`src/design/v7d_pkg.sv`:
```
// Shared constants, types and the value finishing function of the varint decoder.
package v7d_pkg;

    localparam int unsigned BYTE_W      = 8;
    localparam int unsigned PAYLOAD_W   = 7;
    localparam int unsigned VALUE_W     = 64;
    localparam int unsigned NARROW_W    = 32;
    localparam int unsigned CFG_IDX_W   = 1;
    localparam int unsigned CFG_DATA_W  = 1;
    localparam int unsigned SLOT_W      = 4;
    localparam int unsigned SHIFT_W     = 7;

    localparam logic [BYTE_W-1:0]    PAYLOAD_MASK = 8'h7f;
    localparam logic [BYTE_W-1:0]    MORE_FLAG    = 8'h80;
    localparam logic [SHIFT_W-1:0]   STEP_BITS    = 7'd7;
    localparam logic [SLOT_W-1:0]    SLOT_LAST    = 4'd10;
    localparam logic [BYTE_W-1:0]    COUNT_MAX    = 8'd255;
    localparam logic [BYTE_W-1:0]    LIMIT_NARROW = 8'd5;
    localparam logic [BYTE_W-1:0]    LIMIT_WIDE   = 8'd10;

    localparam logic [CFG_IDX_W-1:0] CFG_WIDE_MODE   = 1'b0;
    localparam logic [CFG_IDX_W-1:0] CFG_SIGNED_MODE = 1'b1;

    // A finished raw value waiting for sign handling and the length check.
    typedef struct packed {
        logic [VALUE_W-1:0] raw;
        logic [BYTE_W-1:0]  count;
    } gathered_t;

    // Applies the selected width and signedness to a gathered raw value.
    function automatic logic [VALUE_W-1:0] finish_value(
        input logic [VALUE_W-1:0] raw,
        input logic               wide,
        input logic               signed_dec
    );
        logic [VALUE_W-1:0]  mag64;
        logic [NARROW_W-1:0] mag32;
        logic [NARROW_W-1:0] neg32;
        logic [VALUE_W-1:0]  res;
        mag64 = raw >> 1;
        mag32 = raw[NARROW_W-1:0] >> 1;
        neg32 = NARROW_W'(0) - mag32;
        if (wide) begin
            if (!signed_dec) begin
                res = raw;
            end else if (raw[0]) begin
                res = VALUE_W'(0) - mag64;
            end else begin
                res = mag64;
            end
        end else begin
            if (!signed_dec) begin
                res = {{(VALUE_W-NARROW_W){1'b0}}, raw[NARROW_W-1:0]};
            end else if (raw[0]) begin
                res = {{(VALUE_W-NARROW_W){neg32[NARROW_W-1]}}, neg32};
            end else begin
                res = {{(VALUE_W-NARROW_W){1'b0}}, mag32};
            end
        end
        return res;
    endfunction

endpackage

```
`src/design/varint7_stream_decoder.sv`:
```
// Top level of the little-endian 7-bit varint stream decoder.
//
// The decoder takes one encoded byte per input transfer and produces one result
// transfer for every byte whose top bit is clear. The low seven bits of each byte
// are ORed into a 64-bit accumulator at a shift that rises by seven per byte;
// payload that would land at bit 64 or above is dropped. A byte can be accepted in
// every clock cycle: the gathering registers absorb each byte, a finished raw
// value then moves into a holding stage, and once the output register is free
// the finishing logic (width masking, sign handling with bit 0 as the sign, and
// the length check) writes the output register from it. Throughput is one byte
// per cycle as long as the result side keeps taking transfers. Configuration
// is written through a plain write port: index 0 selects 64-bit decoding,
// index 1 selects signed decoding. The settings that hold when a value
// finishes decide its masking, sign handling and over-long limit (more than 5
// bytes in 32-bit mode, more than 10 in 64-bit mode). The reported byte count
// saturates at 255.
module varint7_stream_decoder (
    input  logic                             aclk,
    input  logic                             aresetn,
    input  logic                             cfg_wr_en,
    input  logic [v7d_pkg::CFG_IDX_W-1:0]    cfg_index,
    input  logic [v7d_pkg::CFG_DATA_W-1:0]   cfg_wdata,
    input  logic                             s_valid,
    output logic                             s_ready,
    input  logic [v7d_pkg::BYTE_W-1:0]       s_stream_byte,
    output logic                             m_valid,
    input  logic                             m_ready,
    output logic [v7d_pkg::VALUE_W-1:0]      m_decoded_value,
    output logic [v7d_pkg::BYTE_W-1:0]       m_bytes_used,
    output logic                             m_over_long
);
    import v7d_pkg::*;

    // Configuration registers.
    logic wide_mode_reg;
    logic signed_mode_reg;

    // Gathering state for the value in progress.
    logic [VALUE_W-1:0] acc_reg,   acc_next;
    logic [SLOT_W-1:0]  slot_reg,  slot_next;
    logic [BYTE_W-1:0]  count_reg, count_next;

    // Holding stage between gathering and finishing.
    logic       mid_valid_reg;
    gathered_t  mid_reg;

    // Output register.
    logic               out_valid_reg;
    logic [VALUE_W-1:0] out_value_reg;
    logic [BYTE_W-1:0]  out_bytes_reg;
    logic               out_over_reg;

    logic               in_xfer;
    logic               last_byte;
    logic               out_free;
    logic               mid_adv;
    logic [SHIFT_W-1:0] shift_amt;
    logic [VALUE_W-1:0] placed;
    logic [BYTE_W-1:0]  limit;

    always_ff @(posedge aclk) begin
        if (!aresetn) begin
            wide_mode_reg   <= 1'b0;
            signed_mode_reg <= 1'b0;
        end else if (cfg_wr_en) begin
            unique case (cfg_index)
                CFG_WIDE_MODE:   wide_mode_reg   <= cfg_wdata[0];
                CFG_SIGNED_MODE: signed_mode_reg <= cfg_wdata[0];
                default: ;
            endcase
        end
    end

    // The result side frees a slot when the output register is empty or is being
    // taken; the holding stage moves on whenever that slot is free.
    assign out_free  = !out_valid_reg || m_ready;
    assign mid_adv   = mid_valid_reg && out_free;
    assign s_ready   = !mid_valid_reg || mid_adv;
    assign in_xfer   = s_valid && s_ready;
    assign last_byte = (s_stream_byte & MORE_FLAG) == '0;

    // Slot k places payload at bit 7*k; slot ten and beyond means the shift has
    // passed the top of the accumulator and payload is dropped.
    assign shift_amt = SHIFT_W'(slot_reg) * STEP_BITS;
    assign placed    = VALUE_W'(s_stream_byte & PAYLOAD_MASK) << shift_amt;

    always_comb begin
        acc_next   = acc_reg;
        slot_next  = slot_reg;
        count_next = count_reg;
        if (slot_reg != SLOT_LAST) begin
            acc_next  = acc_reg | placed;
            slot_next = slot_reg + SLOT_W'(1);
        end
        if (count_reg != COUNT_MAX) begin
            count_next = count_reg + BYTE_W'(1);
        end
    end

    always_ff @(posedge aclk) begin
        if (!aresetn) begin
            acc_reg   <= '0;
            slot_reg  <= '0;
            count_reg <= '0;
        end else if (in_xfer) begin
            if (last_byte) begin
                acc_reg   <= '0;
                slot_reg  <= '0;
                count_reg <= '0;
            end else begin
                acc_reg   <= acc_next;
                slot_reg  <= slot_next;
                count_reg <= count_next;
            end
        end
    end

    // A terminating byte hands its completed raw value to the holding stage.
    always_ff @(posedge aclk) begin
        if (!aresetn) begin
            mid_valid_reg <= 1'b0;
        end else if (in_xfer && last_byte) begin
            mid_valid_reg <= 1'b1;
        end else if (mid_adv) begin
            mid_valid_reg <= 1'b0;
        end
    end

    always_ff @(posedge aclk) begin
        if (in_xfer && last_byte) begin
            mid_reg.raw   <= acc_next;
            mid_reg.count <= count_next;
        end
    end

    assign limit = wide_mode_reg ? LIMIT_WIDE : LIMIT_NARROW;

    always_ff @(posedge aclk) begin
        if (!aresetn) begin
            out_valid_reg <= 1'b0;
        end else if (mid_adv) begin
            out_valid_reg <= 1'b1;
        end else if (m_ready) begin
            out_valid_reg <= 1'b0;
        end
    end

    always_ff @(posedge aclk) begin
        if (mid_adv) begin
            out_value_reg <= finish_value(mid_reg.raw, wide_mode_reg, signed_mode_reg);
            out_bytes_reg <= mid_reg.count;
            out_over_reg  <= mid_reg.count > limit;
        end
    end

    assign m_valid         = out_valid_reg;
    assign m_decoded_value = out_value_reg;
    assign m_bytes_used    = out_bytes_reg;
    assign m_over_long     = out_over_reg;

endmodule

```
`config.mk`:
```
export PLATFORM = sky130hd
export DESIGN_NAME = varint7_stream_decoder
export DESIGN_NICKNAME = d
export VERILOG_FILES = /design/src/design/v7d_pkg.sv /design/src/design/varint7_stream_decoder.sv
export SDC_FILE = /design/constraint.sdc
export NUM_CORES = 1
export LEC_CHECK = 0
export BUFFER_PORTS_ARGS = -buffer_cell sky130_fd_sc_hd__buf_2
export CAP_MARGIN = 30
export CORE_MARGIN = 3
export CORE_UTILIZATION = 55
export CTS_CLUSTER_DIAMETER = 150
export DETAILED_ROUTE_END_ITERATION = 8
export GPL_TIMING_DRIVEN = 1
export PLACE_DENSITY = 0.74
export SLEW_MARGIN = 20
export SYNTH_ARGS = -nofsm -noshare
export SYNTH_HDL_FRONTEND = slang
export SYNTH_SLANG_ARGS = --single-unit
export TNS_END_PERCENT = 1
```
`constraint.sdc`:
```
create_clock -name aclk -period 5.54 [get_ports aclk]
set_clock_uncertainty 0.2 [all_clocks]
set_input_delay 0.277 -clock aclk [delete_from_list [all_inputs] [get_ports aclk]]
set_output_delay 0.277 -clock aclk [all_outputs]
set_load 0.05 [all_outputs]
```
### Word level (Yosys, flattened, before mapping)

Cells that the tools add are included.

| operators by class | value |
|---|---|
| add/sub/neg operators | 4 |
| multiply operators | 1 |
| muxes and demuxes | 16 |
| reductions and logical operators | 14 |
| equality and inequality tests | 2 |
| order comparisons | 1 |
| shift-type cells | 1 |
| bitwise operators | 2 |

Operator list:

| cell | number |
|---|---|
| $mux W64 | 7 |
| $or A64 B64 Y64 | 1 |
| $shl A7 B7 Y64 | 1 |
| $sub A1 B63 Y64 const A | 1 |
| $sub A1 B31 Y32 const A | 1 |
| $mux W8 | 2 |
| $mux W4 | 3 |
| $add A8 B1 Y8 const B | 1 |
| $gt A8 B4 Y1 | 1 |
| $logic_not A8 Y1 | 1 |
| $ne A8 B8 Y1 const B | 1 |
| $mul A4 B3 Y7 const B | 1 |
| $reduce_and A2 Y1 | 3 |
| $reduce_bool A2 Y1 | 3 |
| $add A4 B1 Y4 const B | 1 |
| $mux W1 | 4 |
| $ne A4 B4 Y1 const B | 1 |
| $logic_and A1 B1 Y1 | 3 |
| $logic_not A1 Y1 | 2 |
| $logic_or A1 B1 Y1 | 2 |
| $not A1 Y1 | 1 |

| word-level totals | value |
|---|---|
| bits in registers | 225 |
| input port bits | 15 |
| output and inout bits | 75 |

### Longest topological paths before layout

Gate-level depths: netlist of the first run.

| logic depth | value |
|---|---|
| word-level depth | 7 |
| mapped depth | 9 |

### Least setup slack after synthesis of the first run

OpenSTA, ideal clock, no wires.

| path | value |
|---|---|
| path kind | reg2reg |
| start | register out_valid_reg (netlist: m_valid) |
| end | register mid_reg[0] (netlist bit), enable pin |
| required time | 4.837 ns |
| data arrival time | 4.503 ns |
| library setup time | 0.503 ns |
| slack | 0.334 ns |
| buffers on the path | 1 |
| stages on the path, launching flop included | 6 |
| clock period less this slack | 5.206 ns |
| cell sequence | dfxtp_1 -> nor2b_1 -> nand2_1 -> nand2_1 -> clkbuf_1 -> nor2_1 |

| between the ends | value |
|---|---|
| cells in the longest elaborated chain, start to end | 6 |

RTL lines:

| item | line | source |
|---|---|---|
| from (decl) | varint7_stream_decoder.sv:48 | `logic out_valid_reg;` |
| from (signal assigned) | varint7_stream_decoder.sv:140 | `out_valid_reg <= 1'b0;` |
| from (signal assigned) | varint7_stream_decoder.sv:142 | `out_valid_reg <= 1'b1;` |
| from (signal assigned) | varint7_stream_decoder.sv:144 | `out_valid_reg <= 1'b0;` |
| $logic_not A1 Y1 | varint7_stream_decoder.sv:76 | `assign out_free = !out_valid_reg \|\| m_ready;` |
| $logic_or A1 B1 Y1 | varint7_stream_decoder.sv:76 |  |
| $logic_and A1 B1 Y1 | varint7_stream_decoder.sv:77 | `assign mid_adv = mid_valid_reg && out_free;` |
| $logic_or A1 B1 Y1 | varint7_stream_decoder.sv:78 | `assign s_ready = !mid_valid_reg \|\| mid_adv;` |
| via s_ready | varint7_stream_decoder.sv:24 | `output logic s_ready,` |
| $logic_and A1 B1 Y1 | varint7_stream_decoder.sv:79 | `assign in_xfer = s_valid && s_ready;` |
| $logic_and A1 B1 Y1 | varint7_stream_decoder.sv:130 | `if (in_xfer && last_byte) begin` |
| to (decl) | varint7_stream_decoder.sv:45 | `gathered_t mid_reg;` |

The timed path passes the listed nets, and every way through them passes these cells.
A chain may end at the register's enable or synchronous reset.

### Final worst setup path of the first run

| path | value |
|---|---|
| start | register mid_reg[10] (netlist bit) |
| end | register out_value_reg[56] (netlist: m_decoded_value[56]) (data pin) |

| between the ends | value |
|---|---|
| cells in the longest elaborated chain, start to end | 4 |
| elaborated cells between the ends (all ways) | 7 |
| those cells by class | add/sub (2); mux (5) |

RTL lines:

| item | line | source |
|---|---|---|
| $sub A1 B63 Y64 / $sub A1 B31 Y32 (equally long branches) | v7d_pkg.sv:47, v7d_pkg.sv:42 |  |
| $mux W64 (on tied branches) | v7d_pkg.sv:46, v7d_pkg.sv:54 |  |
| $mux W64 (on tied branches) | v7d_pkg.sv:44, v7d_pkg.sv:52 |  |
| $mux W64 * | v7d_pkg.sv:43 | `if (wide) begin` |
| to (signal assigned) | varint7_stream_decoder.sv:150 | `out_value_reg <= finish_value(mid_reg.raw, wide_mode_reg, signed_mode_reg);` |
| to (decl) | varint7_stream_decoder.sv:49 | `logic [VALUE_W-1:0] out_value_reg;` |

Every way passes the cells marked *; elsewhere a longest branch is shown, timed or not.

==> key figures, run 1 <==
Status
  • Status: complete, no violations

Worst setup path
  • Slowest stage delay, CP: 0.88 ns
  • CP max-delay cell: or4_1
  • Worst EP required: 5.58 ns
  • Crit-path max FO: 11
  • Data arrival, critical path: 3.78 ns
  • Crit Path Category: reg -> reg
  • Cells along the critical path: inv_1 -> ha_1 -> nor4b_1 -> nand4_1 -> or4_1 -> o41ai_1 -> xor2_1 -> o21ai_0
  • Critical Path End Type: register
  • CP Launch Type: register
  • R2R Setup Slk: 1.81 ns

STA
  • Min Tclk post-route: 3.73 ns
  • Worst-Margin Slew: 0.942 ns
  • Hold slack final: 0.0407 ns
  • Worst relative slew slack: 37.1%
  • Worst Setup Slack, final: 1.81 ns
  • Final setup viols: 0
  • RSZ-0062 raised after global routing: no
  • Setup TNS: 0 ns
  • Slew Limit Fails: 0
  • Fmax: 268 MHz
  • Hold Vio Cnt, Final: 0
  • Crit share post-route: 67.4%

CTS
  • Post-CTS Setup Inserts: 0
  • H-tree depth: 1
  • Root buf cell: clkbuf_16
  • Clock latency on the worst-skew pair: 0.52 ns
  • CTS tree: yes
  • Worst-path clk slew: 0.06 ns
  • Longest Clk Path Bufs: 3
  • CTS Buf Count: 24
  • CTS sink cnt: 225

Placement
  • Worst slack at placement: 1.86 ns
  • Dpl hpwl: 16.0 mm
  • Post-DP Area: 0.0110 mm^2
  • Port-buffer cells: 89
  • Gpl congestion: 0.906

GRT
  • First-pass GRT wire length: 38.3 mm
  • Gr usage total: 23.3%
  • GR Overflow Total: 0
  • Vias in the first global route: 7087
  • Largest net degree at the start of global routing: 78
  • Initial antenna violation count: 0

Flow run
  • Number of max-cap violations: 0

Worst hold path
  • Hold Path Class: in -> reg

Synthesis
  • Register area share after synthesis: 57.4%
  • Synth top area share: 42.0%
  • Synth Instances: 960
  • Dominant cells by area after synthesis: edfxtp_1 (42%), dfxtp_1 (15%), o21ai_0 (4.8%)
  • Yosys warnings: 0
  • Mean Syn Cell Area: 10.8 um^2
  • Cell taking the most area after synthesis: edfxtp_1
  • Async S/R FF share, synth: 0%
  • Mapped Area: 0.0104 mm^2
  • EDFF count, synth: 145
  • Synth unique cells: 66
  • Yosys reg bits: 225
  • Synth Net Count: 983
  • Top FF cell, synth: edfxtp_1

Die
  • Io pins: 90
  • Die ar.: 0.0205 mm^2
  • Rows: 49
  • Die X: 143 um
  • Placeable Area: 0.0183 mm^2
  • Initial core utilization: 56.8%
  • Die H: 143 um

Route
  • Met1 wire length: 11.1 mm
  • WL final: 24.1 mm
  • ANT nets after route: 0
  • Via count: 7877
  • Max Used Layer: met4
  • Drt pass-1 iters: 5
  • DR vias/cell: 6.13
  • WL met3: 1.85 mm
  • Residual DRC count: 0
  • Met2 wire len: 10.7 mm
  • Routed length per instance: 18.7 um
  • First DRT Iteration DRCs: 810

Layout
  • Nets: 1063
  • N_diodes: 0
  • Finished Cell Area: 0.0119 mm^2
  • Layout Area Growth over Synthesis: 14.9%
  • Layout fillers: 1458
  • Share of layout cells above drive strength 1: 15.6%
  • Largest register FFs: 72

Power and ir drop
  • P_leak: 0.00465 uW
  • Maximum vdd drop: 0.223 mV
  • Pwr dens: 314 mW/mm^2
critical path: cells and delay by family (launching register included):
kind	cells	cell delay, ns
simple gates	3	1.77
compound gates	2	0.58
flops	1	0.43
fa+ha+maj	1	0.20
xor+xnor	1	0.17
buf+inv	1	0.10
layer usage:
layer | GRT usage, % | up-vias
met5 | 0 | -
met2 | 35.5 | 305
met4 | 5.05 | 0
met1 | 36.5 | 3743
met3 | 2.56 | 37
li1 | - | 3792
final timing paths:
path | start | to | depth (start not counted)
setup / recovery | mid_reg[10]$_DFFE_PP_ | m_decoded_value[56]$_DFFE_PP_ | 8
hold / removal | s_stream_byte[4] | mid_reg[61]$_DFFE_PP_ | 2
setup reg to reg | mid_reg[10]$_DFFE_PP_ | m_decoded_value[56]$_DFFE_PP_ | 8
hold reg to reg | mid_reg[0]$_DFFE_PP_ | m_bytes_used[0]$_DFFE_PP_ | 0
report_power, final:
part	total [uW]	internal, uW	switching, uW	leakage [uW]
Combinational	307	96.2	211	0.00227
Clock	1550	922	633	0.000378
Sequential	1880	1840	44.8	0.00200
Total	3740	2850	888	0.00465
cells by family after synthesis:
| group | Yosys count | synth area share (%) |
|---|---|---|
| simple gates | 302 | 14.8 |
| compound gates | 308 | 20.1 |
| buf+inv | 69 | 2.58 |
| fa+ha+maj | 8 | 0.965 |
| xor+xnor | 43 | 3.63 |
| flops | 225 | 57.4 |
| mux | 5 | 0.495 |
cell usage after synthesis (9+ instances only):
cell type	number
nor3b_1	9
inv_1	12
dfxtp_1	80
edfxtp_1	145
a21oi_1	47
xor2_1	14
nand2_1	48
nor2b_1	14
nand3_1	16
o21ai_0	100
o211ai_1	10
nor3_1	15
a221o_1	21
nor2_1	115
buf_1	14
or3_1	19
xnor2_1	29
a21o_1	64
nor4_1	10
clkbuf_1	41
cell type report:
type	instances	area (um^2)	share of cell area, %
sequential	225	5960	50.0
clock buffer	32	651	5.46
timing repair buffer	111	677	5.68
clock inverter	11	121	1.02
inverter	12	45.0	0.378
multi-input combinational	666	4180	35.1
tap	229	287	2.40
metrics by stage:
stage	total power [uW]	util [%]	instances
after floorplan	2130	-	960
after global placement	2210	60.1	1229
after detailed placement	2210	60.3	1231
after CTS	3760	65.1	1284
after global routing	3870	65.2	1286
final	3740	65.2	1286
timing repair:
item,in CTS,in global routing
endpoints found under the hold margin,14,0
resized for setup,0,0
hold buffers,10,0
placed cells by master (no fill, tap or decap), types with 5 or more instances in the layout:
master,synthesis,layout
clkbuf_16,0,24
a22oi_1,8,8
nand4_1,8,8
o211ai_1,10,10
or2_2,5,5
and2_1,5,5
xnor2_1,29,29
dfxtp_1,80,79
nand2_1,48,48
a21boi_0,5,5
nor3b_1,9,9
o21ai_0,100,99
o21a_1,5,5
nand3_1,16,16
clkbuf_1,41,6
dlygate4sd3_1,0,10
nor2b_1,14,13
a21oi_1,47,47
edfxtp_1,145,145
xor2_1,14,14
nor4_1,10,10
o41ai_1,5,5
or4_1,6,6
and3_1,6,6
or3_1,19,19
nor3_1,15,14
a221o_1,21,21
nor2_1,115,113
o31ai_1,8,8
inv_1,12,12
ha_1,8,8
buf_2,1,89
buf_4,0,8
nand2b_1,5,5
a21o_1,64,64
o311ai_0,6,6
(Power assumes the default switching activity.)
==> run 2, diff against run 1 <==
CORE_UTILIZATION = 54   (was 55)
PLACE_DENSITY = 0.76   (was 0.74)
clock period = 3.1 ns   (was 5.54 ns; I/O delays follow)
==> key figures, run 2 (synthesis results as in run 1) <==
STA
  • Min Tclk post-route: 2.95 ns (-0.779 ns)
  • Worst-Margin Slew: 0.938 ns (-0.00352 ns)
  • RSZ-0062 raised after global routing: yes
  • Hold Vio Cnt, Final: 0 (unchanged)
  • Crit share post-route: 95.3% (+28 points)
  • Fmax: 339 MHz (+26%)
  • Worst relative slew slack: 37.0% (-0.098 points)
  • Final setup viols: 0 (unchanged)
  • Slew Limit Fails: 0 (unchanged)

Layout
  • Multi-input logic area: 0.00424 mm^2 (+1.3%)
  • Share of layout cells above drive strength 1: 19.5% (+3.9 points)
  • Util after Layout: 66.5% (+1.3 points)
  • Nets: 1111 (+4.5%)
  • Largest register FFs: 72 (unchanged)
  • Most frequent cells in the layout: edfxtp_1 (145), nor2_1 (113), o21ai_0 (99)
  • Layout fillers: 1425 (-2.3%)
  • N_diodes: 0 (unchanged)
  • Commonest non-fill, non-tap cell in the layout: edfxtp_1
  • Sequential cell area: 0.00596 mm^2 (unchanged)
  • Layout Area Growth over Synthesis: 20.4%

Route
  • WL met3: 1.86 mm (+0.60%)
  • WL final: 24.5 mm (+1.7%)
  • Residual DRC count: 0 (unchanged)
  • Via count: 8044 (+2.1%)
  • Drt pass-1 iters: 5 (unchanged)
  • ANT nets after route: 0 (unchanged)
  • DR vias/cell: 6.01 (-1.9%)
  • Max Used Layer: met4
  • Routed length per instance: 18.3 um (-2.4%)
  • Met2 wire len: 11.1 mm (+3.7%)
  • Met1 wire length: 11.0 mm (-1.6%)
  • First DRT Iteration DRCs: 881 (+8.8%)

Worst hold path
  • Hold path endpoint: m_bytes_used[6]$_DFFE_PP_
  • Hold Path Class: reg -> reg
  • Worst Min Path Start: mid_reg[6]$_DFFE_PP_
  • Hold Crit Depth: 0 (-2)

Worst setup path
  • Worst EP required: 3.16 ns (-2.42 ns)
  • Worst R2R End: m_decoded_value[61]$_DFFE_PP_
  • Data arrival, critical path: 3.01 ns (-0.77 ns)
  • Crit Path Category: reg -> reg
  • CP Launch Type: register
  • Crit-path max FO: 11 (unchanged)
  • R2R Setup Slk: 0.15 ns (-1.66 ns)
  • Critical Path End Type: register
  • Worst R2R Start: mid_reg[18]$_DFFE_PP_
  • Worst r2r path cells: 6 (-2)

Placement
  • Dpl hpwl: 16.2 mm (+1.6%)
  • Gpl congestion: 0.915 (+1.0%)
  • Port-buffer cells: 89 (unchanged)

Power and ir drop
  • Pwr dens: 568 mW/mm^2 (+81%)
  • Maximum vdd drop: 0.532 mV (+140%)
  • Pwr Total: 7090 uW (+89%)
  • P_leak: 0.00494 uW (+6.4%)

CTS
  • CTS tree: yes
  • Root buf cell: clkbuf_16
  • Worst-path clk slew: 0.06 ns (about the same)
  • Post-CTS Setup Inserts: 0 (unchanged)
  • CTS sink cnt: 225 (unchanged)
  • H-tree depth: 1 (unchanged)
  • Clock latency on the worst-skew pair: 0.51 ns (about the same)
  • Longest Clk Path Bufs: 3 (unchanged)
  • CTS Buf Count: 23 (-4.2%)

GRT
  • First-pass GRT wire length: 38.7 mm (+0.92%)
  • Initial antenna violation count: 0 (unchanged)
  • Vias in the first global route: 7198 (+1.6%)
  • Largest net degree at the start of global routing: 76 (-2.6%)
  • GR Overflow Total: 0 (unchanged)
  • Gr usage total: 23.2% (-0.11 points)

Die
  • Die X: 145 um (+0.88%)
  • Io pins: 90 (unchanged)
  • Die ar.: 0.0209 mm^2 (+1.8%)
  • Die H: 145 um (+0.88%)
  • Placeable Area: 0.0188 mm^2 (+2.7%)
  • Initial core utilization: 55.3% (-1.5 points)
  • Rows: 50 (+2.0%)

Flow run
  • Number of max-cap violations: 0 (unchanged)

Status
  • Status: complete, no violations
-- run 2: changes by cell type in the layout (fill, tap and decap cells not counted), moves of 4 or more --
cell and delta:
dlygate4sd3_1 +9, buf_4 +39, clkbuf_1 -4, bufinv_16 +5, buf_12 +5
-- run 2: what timing repair did --
item                       CTS  global route
setup endpoints to repair    3            18
pin swaps                    0             3
gates resized for setup      1             7
hold endpoints to repair   144             0
hold buffers                19             0
-- run 2: layout make-up --
| type | instances | share of cell area [%] |
|---|---|---|
| multi-input combinational | 666 | 33.9 |
| sequential | 225 | 47.7 |
| tap | 234 | 2.35 |
| clock buffer | 26 | 4.78 |
| inverter | 12 | 0.361 |
| timing repair buffer | 160 | 8.72 |
| clock inverter | 16 | 2.15 |
-- run 2: how the worst max path moves through the flow --
stage / startpoint / to / slack, ns / cells past startpoint
6_report: mid_reg[18]$_DFFE_PP_ / m_decoded_value[61]$_DFFE_PP_ / 0.15 / 6
5_1_grt: mid_reg[21]$_DFFE_PP_ / m_decoded_value[61]$_DFFE_PP_ / -0.02 / 6
4_1_cts: mid_reg[10]$_DFFE_PP_ / m_decoded_value[46]$_DFFE_PP_ / 0.06 / 9
3_5_place_dp: mid_reg[10]$_DFFE_PP_ / m_decoded_value[46]$_DFFE_PP_ / -0.08 / 9
3_3_place_gp: mid_reg[9]$_DFFE_PP_ / m_decoded_value[46]$_DFFE_PP_ / 0.04 / 9
2_1_floorplan: m_valid$_SDFFE_PN0P_ / mid_reg[0]$_DFFE_PP_ / -0.14 / 5
-- run 2: stage by stage --
step                      cells  setup TNS, ns  setup slack [ns]  hold WS (ns)  area [um^2]
after global routing       1339        -0.0240           -0.0165         0.262        12500
after global placement     1278              0            0.0425         0.227        11400
after CTS                  1339              0            0.0552         0.252        12400
after detailed placement   1278        -0.0982           -0.0779         0.239        11400
after floorplan             960          -9.81            -0.136         0.109        10400
final                      1339              0             0.147         0.257        12500
-- run 2: metal layers --
| metal | vias up | GRT usage (%) |
|---|---|---|
| li1 | 3887 | - |
| met1 | 3768 | 34.3 |
| met2 | 339 | 35.7 |
| met3 | 50 | 4.00 |
| met4 | 0 | 6.28 |
| met5 | - | 0 |
-- run 2: critical path, stage by stage (launching register included) --
cell and delay (ns):
edfxtp_1 0.49, nor4_4 0.38, nand2_1 0.21, or4_4 0.69, o21ai_1 0.30, o22ai_1 0.13
a211o_1 0.30
-- run 2: where the power goes --
part	total, uW	internal, uW	switching [uW]
logic	599	206	393
clock network	3140	1980	1160
registers	3350	3280	70.6
